$ cat src/design/rol_pkg.sv
// ----------------------------------------------------------------------------
// rol_pkg
// Types and constants shared by the recency-ordered identifier list.
// ----------------------------------------------------------------------------
package rol_pkg;

	localparam int DEPTH_DEF   = 16;
	localparam int ID_BITS_DEF = 16;
	localparam int ID_W        = 16;
	localparam int LIST_MAX    = 16;

	typedef enum logic [1:0] {
		MODE_TOUCH  = 2'd0,
		MODE_DELETE = 2'd1,
		MODE_LIST   = 2'd2
	} rol_mode_t;

	typedef enum logic [2:0] {
		STAT_INSERTED  = 3'd0,
		STAT_MOVED     = 3'd1,
		STAT_DELETED   = 3'd2,
		STAT_NOT_FOUND = 3'd3,
		STAT_FULL      = 3'd4,
		STAT_ENTRY     = 3'd5
	} rol_status_t;

	typedef enum logic [2:0] {
		ST_IDLE,
		ST_SCAN,
		ST_SH_RD,
		ST_SH_WR,
		ST_RESP,
		ST_LIST_RD,
		ST_LIST_EM
	} rol_state_t;

	typedef struct packed {
		rol_mode_t         mode;
		logic [ID_W-1:0]   chat_id;
	} rol_req_t;

	typedef struct packed {
		rol_status_t       status;
		logic [ID_W-1:0]   entry_id;
		logic [3:0]        rank;
		logic [4:0]        entry_count;
		logic              last;
	} rol_rsp_t;

endpackage

$ cat src/design/recency_ordered_id_list.sv
// ----------------------------------------------------------------------------
// recency_ordered_id_list
// Most-recent-first list of identifiers with touch, delete and list requests.
//
//   channel | direction | word      | handshake
//   req     | in        | rol_req_t | req_valid / req_stall
//   rsp     | out       | rol_rsp_t | rsp_valid / rsp_stall
//
// Touch/delete: the scan reads entries in order up to the match, then a hit or an
// insert moves entries by a read and a write each, with a closing step (the front
// write on a touch) and a load of the result. List: each entry is read, then sent.
// Reset clears the sequencer and the entry count; the store needs no clearing pass.
// req_stall is high while a request is in progress; rsp_stall holds the
// result register and pauses the sequencer.
// ----------------------------------------------------------------------------
module recency_ordered_id_list #(
	parameter int DEPTH   = rol_pkg::DEPTH_DEF,
	parameter int ID_BITS = rol_pkg::ID_BITS_DEF
) (
	input  logic              clk,
	input  logic              arst_n,
	input  logic              req_valid,
	output logic              req_stall,
	input  rol_pkg::rol_req_t req,
	output logic              rsp_valid,
	input  logic              rsp_stall,
	output rol_pkg::rol_rsp_t rsp
);

	import rol_pkg::*;

	localparam int AW  = $clog2(DEPTH);
	localparam int CW  = $clog2(DEPTH + 1);
	localparam int IDW = (ID_BITS < ID_W) ? ID_BITS : ID_W;

	rol_state_t    state_q, state_d;
	logic [CW-1:0] held_q, held_d;
	logic          chk_q, chk_d;
	logic          rsp_valid_q, rsp_valid_d;

	rol_mode_t     mode_q, mode_d;
	logic [IDW-1:0] id_q, id_d;
	logic [CW-1:0] idx_q, idx_d;
	logic [CW-1:0] chk_idx_q, chk_idx_d;
	logic [CW-1:0] dst_q, dst_d;
	logic [CW-1:0] pos_q, pos_d;
	logic          front_q, front_d;
	rol_status_t   stat_q, stat_d;
	rol_rsp_t      rsp_q, rsp_d;
	logic          rsp_load;

	logic           wr_en, rd_en;
	logic [AW-1:0]  wr_addr, rd_addr;
	logic [IDW-1:0] wr_data, rd_data;

	logic           out_free;
	logic           match;
	logic [CW-1:0]  list_n;
	logic           list_last;

	rol_mem #(
		.DEPTH (DEPTH),
		.WIDTH (IDW)
	) u_mem (
		.clk     (clk),
		.wr_en   (wr_en),
		.wr_addr (wr_addr),
		.wr_data (wr_data),
		.rd_en   (rd_en),
		.rd_addr (rd_addr),
		.rd_data (rd_data)
	);

	assign out_free  = !rsp_valid_q || !rsp_stall;
	assign match     = chk_q && (rd_data == id_q);
	assign list_n    = (32'(held_q) > LIST_MAX) ? CW'(LIST_MAX) : held_q;
	assign list_last = ((idx_q + 1'b1) == list_n);

	always_comb begin
		state_d     = state_q;
		held_d      = held_q;
		chk_d       = chk_q;
		mode_d      = mode_q;
		id_d        = id_q;
		idx_d       = idx_q;
		chk_idx_d   = chk_idx_q;
		dst_d       = dst_q;
		pos_d       = pos_q;
		front_d     = front_q;
		stat_d      = stat_q;
		rsp_d       = rsp_q;
		rsp_load    = 1'b0;
		wr_en       = 1'b0;
		wr_addr     = '0;
		wr_data     = id_q;
		rd_en       = 1'b0;
		rd_addr     = '0;

		case (state_q)
			ST_IDLE: begin
				if (req_valid) begin
					mode_d = req.mode;
					id_d   = req.chat_id[IDW-1:0];
					idx_d  = '0;
					chk_d  = 1'b0;
					case (req.mode)
						MODE_TOUCH, MODE_DELETE: begin
							state_d = ST_SCAN;
						end
						MODE_LIST: begin
							if (held_q != '0) begin
								state_d = ST_LIST_RD;
							end
						end
						default: begin
							state_d = ST_IDLE;
						end
					endcase
				end
			end

			ST_SCAN: begin
				if (match) begin
					chk_d   = 1'b0;
					dst_d   = chk_idx_q;
					pos_d   = chk_idx_q;
					state_d = ST_SH_RD;
					if (mode_q == MODE_TOUCH) begin
						front_d = 1'b1;
						stat_d  = STAT_MOVED;
					end else begin
						front_d = 1'b0;
						stat_d  = STAT_DELETED;
					end
				end else if (idx_q < held_q) begin
					rd_en     = 1'b1;
					rd_addr   = idx_q[AW-1:0];
					chk_idx_d = idx_q;
					chk_d     = 1'b1;
					idx_d     = idx_q + 1'b1;
				end else begin
					chk_d = 1'b0;
					pos_d = '0;
					if (mode_q == MODE_TOUCH) begin
						if (held_q == CW'(DEPTH)) begin
							stat_d  = STAT_FULL;
							state_d = ST_RESP;
						end else begin
							dst_d   = held_q;
							front_d = 1'b1;
							stat_d  = STAT_INSERTED;
							state_d = ST_SH_RD;
						end
					end else begin
						stat_d  = STAT_NOT_FOUND;
						state_d = ST_RESP;
					end
				end
			end

			ST_SH_RD: begin
				if (front_q) begin
					if (dst_q != '0) begin
						rd_en   = 1'b1;
						rd_addr = AW'(dst_q - 1'b1);
						state_d = ST_SH_WR;
					end else begin
						wr_en   = 1'b1;
						wr_addr = '0;
						wr_data = id_q;
						if (stat_q == STAT_INSERTED) begin
							held_d = held_q + 1'b1;
						end
						state_d = ST_RESP;
					end
				end else begin
					if ((dst_q + 1'b1) < held_q) begin
						rd_en   = 1'b1;
						rd_addr = AW'(dst_q + 1'b1);
						state_d = ST_SH_WR;
					end else begin
						held_d  = held_q - 1'b1;
						state_d = ST_RESP;
					end
				end
			end

			ST_SH_WR: begin
				wr_en   = 1'b1;
				wr_addr = dst_q[AW-1:0];
				wr_data = rd_data;
				dst_d   = front_q ? (dst_q - 1'b1) : (dst_q + 1'b1);
				state_d = ST_SH_RD;
			end

			ST_RESP: begin
				if (out_free) begin
					rsp_load          = 1'b1;
					rsp_d.status      = stat_q;
					rsp_d.entry_id    = ID_W'(id_q);
					rsp_d.rank        = (stat_q == STAT_DELETED) ? 4'(pos_q) : 4'd0;
					rsp_d.entry_count = 5'(held_q);
					rsp_d.last        = 1'b1;
					state_d           = ST_IDLE;
				end
			end

			ST_LIST_RD: begin
				rd_en   = 1'b1;
				rd_addr = idx_q[AW-1:0];
				state_d = ST_LIST_EM;
			end

			ST_LIST_EM: begin
				if (out_free) begin
					rsp_load          = 1'b1;
					rsp_d.status      = STAT_ENTRY;
					rsp_d.entry_id    = ID_W'(rd_data);
					rsp_d.rank        = 4'(idx_q);
					rsp_d.entry_count = 5'(held_q);
					rsp_d.last        = list_last;
					idx_d             = idx_q + 1'b1;
					state_d           = list_last ? ST_IDLE : ST_LIST_RD;
				end
			end

			default: begin
				state_d = ST_IDLE;
			end
		endcase

		rsp_valid_d = rsp_load ? 1'b1 : (rsp_valid_q && rsp_stall);
	end

	always_ff @(posedge clk or negedge arst_n) begin
		if (!arst_n) begin
			state_q     <= ST_IDLE;
			held_q      <= '0;
			chk_q       <= 1'b0;
			rsp_valid_q <= 1'b0;
		end else begin
			state_q     <= state_d;
			held_q      <= held_d;
			chk_q       <= chk_d;
			rsp_valid_q <= rsp_valid_d;
		end
	end

	always_ff @(posedge clk) begin
		mode_q    <= mode_d;
		id_q      <= id_d;
		idx_q     <= idx_d;
		chk_idx_q <= chk_idx_d;
		dst_q     <= dst_d;
		pos_q     <= pos_d;
		front_q   <= front_d;
		stat_q    <= stat_d;
		rsp_q     <= rsp_d;
	end

	assign req_stall = (state_q != ST_IDLE);
	assign rsp_valid = rsp_valid_q;
	assign rsp       = rsp_q;

endmodule

$ cat src/design/rol_mem.sv
// ----------------------------------------------------------------------------
// rol_mem
// Entry store: one write port, one read port with registered read data.
// ----------------------------------------------------------------------------
module rol_mem #(
	parameter int DEPTH = 16,
	parameter int WIDTH = 16
) (
	input  logic                       clk,
	input  logic                       wr_en,
	input  logic [$clog2(DEPTH)-1:0]   wr_addr,
	input  logic [WIDTH-1:0]           wr_data,
	input  logic                       rd_en,
	input  logic [$clog2(DEPTH)-1:0]   rd_addr,
	output logic [WIDTH-1:0]           rd_data
);

	logic [WIDTH-1:0] mem_q [DEPTH];
	logic [WIDTH-1:0] rd_data_q;

	always_ff @(posedge clk) begin
		if (wr_en) begin
			mem_q[wr_addr] <= wr_data;
		end
	end

	always_ff @(posedge clk) begin
		if (rd_en) begin
			rd_data_q <= mem_q[rd_addr];
		end
	end

	assign rd_data = rd_data_q;

endmodule
$ cat config.mk
export PLATFORM = sky130hd
export DESIGN_NAME = recency_ordered_id_list
export DESIGN_NICKNAME = d
export VERILOG_FILES = /design/src/design/rol_pkg.sv /design/src/design/recency_ordered_id_list.sv /design/src/design/rol_mem.sv
export SDC_FILE = /design/constraint.sdc
export NUM_CORES = 1
export LEC_CHECK = 0
export ABC_AREA = 1
export BUFFER_PORTS_ARGS = -buffer_cell sky130_fd_sc_hd__buf_2
export CAP_MARGIN = 20
export CELL_PAD_IN_SITES_DETAIL_PLACEMENT = 0
export CELL_PAD_IN_SITES_GLOBAL_PLACEMENT = 2
export CORE_ASPECT_RATIO = 1.75
export CORE_MARGIN = 2
export CORE_UTILIZATION = 45
export DETAILED_ROUTE_END_ITERATION = 8
export GPL_TIMING_DRIVEN = 0
export PLACE_DENSITY = 0.95
export RECOVER_POWER = 100
export SETUP_SLACK_MARGIN = 0.02
export SLEW_MARGIN = 20
export SYNTH_ARGS = -nofsm -noshare
export SYNTH_HDL_FRONTEND = slang
export SYNTH_SLANG_ARGS = --single-unit
$ cat constraint.sdc
create_clock -name clk -period 4.8 [get_ports clk]
set_input_delay 0.72 -clock clk [delete_from_list [all_inputs] [get_ports clk]]
set_output_delay 0.72 -clock clk [all_outputs]
set_load 0.01 [all_outputs]
== Yosys cells after proc, flatten, opt, wreduce, memory -nomap -nowiden ==
Memories as Yosys holds them, arrays and structs flattened. A register that Yosys moved wholly into a read port is not among the register bits.
Cells that the tools add are included.

* Flip-flop bits (word level): 80
* Latch bits: 0
* Memory bits (writable): 256
* ROM bits: 0
* Bits of input ports: 22
* Output and inout port bits: 31
* Word-level logic and storage cells: 152
* Memories kept: 1

* Add/sub/neg operators: 5
* $mul: 0
* Div/mod/pow operators: 0
* $lt $le $gt $ge: 3
* Eq/ne operators: 26
* Shift operators: 0
* Muxes and demuxes: 70
* Bitwise operators: 1
* Reductions and logical operators: 29

{| class="wikitable"
|+ Memory list
! name !! words !! bits a word !! read ports !! clocked after memory_dff !! write ports !! line !! text
|-
| u_mem.mem_q || 16 || 16 || 1 || 1 || 1 || rol_mem.sv:18 || <nowiki>logic [WIDTH-1:0] mem_q [DEPTH];</nowiki>
|}

{| class="wikitable"
|+ Operator list
! operator !! count
|-
| 5-bit 2-to-1 mux || 14
|-
| 29-bit 2-to-1 mux || 2
|-
| 29-bit one-hot mux with 2 select lines || 1
|-
| 3-bit 2-to-1 mux || 16
|-
| 4-bit 2-to-1 mux || 9
|-
| 3-bit one-hot mux with 7 select lines || 1
|-
| 1-bit 2-to-1 mux || 18
|-
| 2-bit inequality test, second input constant || 9
|-
| 16-bit == test || 1
|-
| 16-bit 2-to-1 mux || 1
|-
| 5-bit by 1-bit adder with 5-bit output, second input constant || 3
|-
| 5-bit one-hot mux with 3 select lines || 1
|-
| 3-bit inequality test, second input constant || 4
|-
| 4-bit one-hot mux with 3 select lines || 1
|-
| 4-bit AND reduction || 3
|-
| 5-bit less-than comparator || 2
|-
| 5-bit one-hot mux with 2 select lines || 1
|-
| 5-bit AND reduction || 2
|-
| 5-bit nonzero test || 2
|-
| 5-bit by 1-bit subtractor with 5-bit output, second input constant || 2
|-
| 3-bit by 2-bit == test with 1-bit output, second input constant || 3
|-
| 3-bit == test, second input constant || 3
|-
| 2-bit nonzero test || 4
|-
| 3-bit zero test || 2
|-
| 20 further kinds || 29
|}

== Depth between registers and ports, before layout ==
* Depth after elaboration: 6
* Depth in mapped cells: 22
* Depth with buffers taken out: 20

== Modules after synthesis ==
From an unflattened synthesis, not the netlist that was laid out.

* Cell total of the unflattened synthesis: 1640
* Area, all modules: 16218.1 µm²

{| class="wikitable"
|+ By module, submodules not included
! module !! instances !! cells an instance !! area an instance (µm²) !! sequential area each (µm²)
|-
| rol_mem || 1 || 1074 || 11541.1 || 8167.8
|-
| recency_ordered_id_list || 1 || 566 || 4677.0 || 2352.3
|}

== Least setup slack after synthesis ==
No wires, ideal clock.

* Path kind: register -> register
* Start point: reg dst_q[1]
* End point: reg u_mem.rd_data_q[13], in the netlist u_mem.rd_data[13], read port of u_mem.mem_q, data pin
* Library setup time: 0.253 ns
* Arrival: 2.401 ns
* Required time: 4.547 ns
* Path slack: 2.146 ns
* Cell stages (with the launch flop): 20
* Buffers on the path: 2
* Period minus slack after synthesis: 2.654 ns
* Path through: edfxtp_1 -> ha_1 -> nand3_1 -> xor2_1 -> inv_1 -> ha_1 -> a21oi_1 -> nand4_1 -> nand2_1 -> nand3_1 -> nand2_1 -> inv_2 -> nand2_1 -> buf_4 -> buf_2 -> nand2_1 -> nand3_2 -> nand3_1 -> nand3_1 -> nand2_1

* Word-level cells in the longest chain between the ends: 5
* Elaborated cells on any way between the ends: 12
* Those cells by class: add/sub: 2; order compare: 1; mux: 8; reduce/logical: 1

{| class="wikitable"
|+ Ends and longest elaborated chain
! what !! line !! text
|-
| start: declaration || recency_ordered_id_list.sv:45 || <nowiki>logic [CW-1:0] dst_q, dst_d;</nowiki>
|-
| start signal: assignment || recency_ordered_id_list.sv:254 || <nowiki>dst_q <= dst_d;</nowiki>
|-
| 5-bit by 1-bit adder with 5-bit output || recency_ordered_id_list.sv:177 || <nowiki>if ((dst_q + 1'b1) < held_q) begin</nowiki>
|-
| 5-bit less-than comparator || recency_ordered_id_list.sv:177 ||
|-
| 4-bit 2-to-1 mux / 1-bit 2-to-1 mux (equally long branches) || recency_ordered_id_list.sv:177 ||
|-
| 4-bit 2-to-1 mux / 1-bit 2-to-1 mux (equally long branches) || recency_ordered_id_list.sv:162 || <nowiki>if (front_q) begin</nowiki>
|-
| 4-bit one-hot mux with 3 select lines / 1-bit one-hot mux with 3 select lines (equally long branches) || recency_ordered_id_list.sv:99 || <nowiki>case (state_q)</nowiki>
|-
| end: declaration || rol_mem.sv:19 || <nowiki>logic [WIDTH-1:0] rd_data_q;</nowiki>
|}

Parallel ways exist; a longest one is shown, timed or not.
A chain may end at the register's enable or synchronous reset.

== Worst setup path in the final report ==
* Start point: reg dst_q[0]
* End point: reg u_mem.rd_data_q[13], in the netlist u_mem.rd_data[13], read port of u_mem.mem_q, data pin

The elaborated chain is that of the path after synthesis.

==> impl_metrics.env <==
export IMPL_outcome="finished, violations left"
export IMPL_failed_checks="capacitance limit, slew limit"
export IMPL_fp_row_count=92
export IMPL_via_per_inst=5.46
export IMPL_die_h_um=256
export IMPL_ys_ff_latch=352
export IMPL_diodes=0
export IMPL_finalMaxSlewViolations=43
export IMPL_root_buffer="clkbuf_16"
export IMPL_worstRegToRegCells=19
export IMPL_layout_cells_most_common="nand2_1"
export IMPL_grt_pass1_vias=11827
export IMPL_fin_skew_ns=0.0110
export IMPL_antenna_found_initial=0
export IMPL_synth_top_cell_area_share=0.631
export IMPL_max_freq_mhz=249
export IMPL_hold_class="in -> async"
export IMPL_synth_area_um2=16300
export IMPL_clockBufferDepth=3
export IMPL_firstDrtPassIters=5
export IMPL_cts_sinks=352
export IMPL_synth_avg_cell_area_um2=10.5
export IMPL_period_needed_ns=4.02
export IMPL_hold_violations=0
export IMPL_p_leak_nw=7.07
export IMPL_coreArea_um2=35800
export IMPL_initial_core_util=0.455
export IMPL_arrival_ns=4.33
export IMPL_hpwl_um=37500
export IMPL_die_x_um=148
export IMPL_critPathLaunchType="flip-flop"
export IMPL_tightestPinTransition_ns=1.64
export IMPL_clk_pin_slew_ns=0.07
export IMPL_vias=11761
export IMPL_postSynthCellCount=1548
export IMPL_fin_cells=2153
export IMPL_maxSlewHeadroom=-0.108
export IMPL_drive_gt1_frac=0.0856
export IMPL_wl_per_cell_um=23.1
export IMPL_crit_type="reg -> reg"
export IMPL_nNetsFinal=1698
export IMPL_place_ws_ns=1.00
export IMPL_antenna_left=0
export IMPL_synth_warning_count=0
export IMPL_holdWs_ns=0.210
export IMPL_die_area_um2=37800
export IMPL_rsz0062_at_grt="no"
export IMPL_required_ns=5.11
export IMPL_grt_pass1_wl_um=73000
export IMPL_timing_rr_end="u_mem.rd_data[13]$_DFFE_PP_"
export IMPL_grt_usage=0.264
export IMPL_syn2layout_area_growth_pct=11.2
export IMPL_ctsHoldBuffers=0
export IMPL_ctsResizeCount=0
export IMPL_cts_tree="done"
export IMPL_layout_setup_ws_ns=0.782
export IMPL_endpoint_kind="flip-flop"
export IMPL_cts_buffers=30
export IMPL_power_density_nw_per_um2=594
export IMPL_io_buffer_count=52
export IMPL_final_setup_tns_ns=0
export IMPL_grt_overflow=0
export IMPL_period_share=0.837
export IMPL_cap_violations=6
export IMPL_yosysTopAreaCell="edfxtp_1"
export IMPL_synth_cell_types=39
export IMPL_ir_drop_mv=0.424
export IMPL_r2r_setup_slack_ns=0.78
export IMPL_io_pins=53
export IMPL_wirelength_um=49700
export IMPL_dp_cells=2097
export IMPL_yosys_top_cells_area="edfxtp_1 (63%), nand2_1 (8.6%), nand3_1 (7.8%), inv_1 (4.3%), nand3b_1 (3.5%)"
export IMPL_synth_nets=1587
export IMPL_crit_fanout=10
export IMPL_clk_latency_ns=0.58
export IMPL_rr_startpoint="dst_q[0]$_DFFE_PP_"
export IMPL_grt_max_degree=21
export IMPL_drcViolationCount=0
export IMPL_finalSetupViolCount=0
export IMPL_drt_iter0_drc=896
export IMPL_total_power_mw=10.7
export IMPL_layout_common_cells="nand2_1 (375), edfxtp_1 (342), nand3_1 (255)"
export IMPL_cts_max_level=1
export IMPL_place_congestion=0.887
export IMPL_post_cts_buffers=0
export IMPL_yosysSeqAreaShare=0.646
sequential cells by signal, summed over array words and instances (netlist names), 4 cells and up:
register and count:
u_mem.rd_data 16, chk_idx_q 5, idx_q 5, pos_q 4
rsp 29, u_mem.mem_q 256, id_q 16, dst_q 5
held_q 5
kinds of logic after synthesis:
group,share of synthesized area
compound gates,0.0264
flops,0.646
fa+ha+maj,0.0135
simple gates,0.235
xor+xnor,0.00592
buf+inv,0.0728
routing by layer:
metal	global-route usage	vias up	part of all wire
met5	0	-	0
met1	0.265	5687	0.33
met4	0.199	0	0.095
li1	-	5480	-
met2	0.497	437	0.53
met3	0.0223	157	0.045
where the power goes:
part | internal [mW] | switching [mW] | total, mW
Clock | 1.31 | 1.09 | 2.40
Sequential | 4.01 | 0.294 | 4.30
Combinational | 1.12 | 2.92 | 4.04
Total | 6.45 | 4.30 | 10.7
cell usage after synthesis (all sizes together):
| cell type | count |
|---|---|
| inv | 196 |
| o221ai | 1 |
| nor3b | 1 |
| clkinv | 4 |
| edfxtp | 342 |
| clkbuf | 8 |
| nand4 | 12 |
| or2 | 1 |
| buf | 66 |
| ha | 16 |
| xnor2 | 2 |
| o32ai | 1 |
| nand3 | 269 |
| a21oi | 24 |
| dfrtp | 10 |
| xor2 | 9 |
| o22ai | 2 |
| a31oi | 3 |
| a211oi | 1 |
| fa | 1 |
| or3 | 1 |
| nand2 | 378 |
| nor4 | 1 |
| nand3b | 76 |
| nor2 | 65 |
| a221oi | 1 |
| o21ai | 49 |
| nor3 | 8 |
worst max path at each step:
stage | to | cells after the start | startpoint
after detailed placement | u_mem.rd_data[14]$_DFFE_PP_ | 17 | dst_q[1]$_DFFE_PP_
final | u_mem.rd_data[13]$_DFFE_PP_ | 19 | dst_q[0]$_DFFE_PP_
after global routing | u_mem.rd_data[14]$_DFFE_PP_ | 20 | dst_q[1]$_DFFE_PP_
after global placement | u_mem.mem_q[11][8]$_DFFE_PP_ | 7 | state_q[2]$_DFFE_PN0P_
after floorplan | u_mem.rd_data[13]$_DFFE_PP_ | 19 | dst_q[1]$_DFFE_PP_
after CTS | u_mem.rd_data[14]$_DFFE_PP_ | 17 | dst_q[1]$_DFFE_PP_
layout make-up:
cell class | count | area, um2
Buffer | 74 | 424
Timing Repair Buffer | 79 | 319
Multi-Input combinational cell | 922 | 4560
Inverter | 200 | 752
Clock buffer | 47 | 846
Fill cell | 3327 | 17700
Sequential cell | 352 | 10500
Clock inverter | 9 | 92.6
Tap cell | 470 | 588
worst max-delay path: stages (launching register included):
cell	delay, ns
edfxtp_1	0.42
clkinv_1	0.29
ha_1	0.47
ha_1	0.30
nand2_1	0.06
nor2_1	0.04
nand2_1	0.07
nand4_1	0.14
nand2_1	0.10
nand3_1	0.08
nand2_1	0.09
inv_1	0.09
nand2_1	0.11
clkbuf_1	0.61
buf_4	0.31
nand2_1	0.07
nand3_1	0.15
nand3_1	0.10
nand3_1	0.12
nand2_1	0.13
stage by stage:
stage               cell area, um2  utilization
floorplan                    16300            -
global placement             17100        0.478
detailed placement           17600        0.491
CTS                          18500        0.517
global route                 18100        0.506
finish                       18100        0.506
Power figures use the tool's default switching activity.
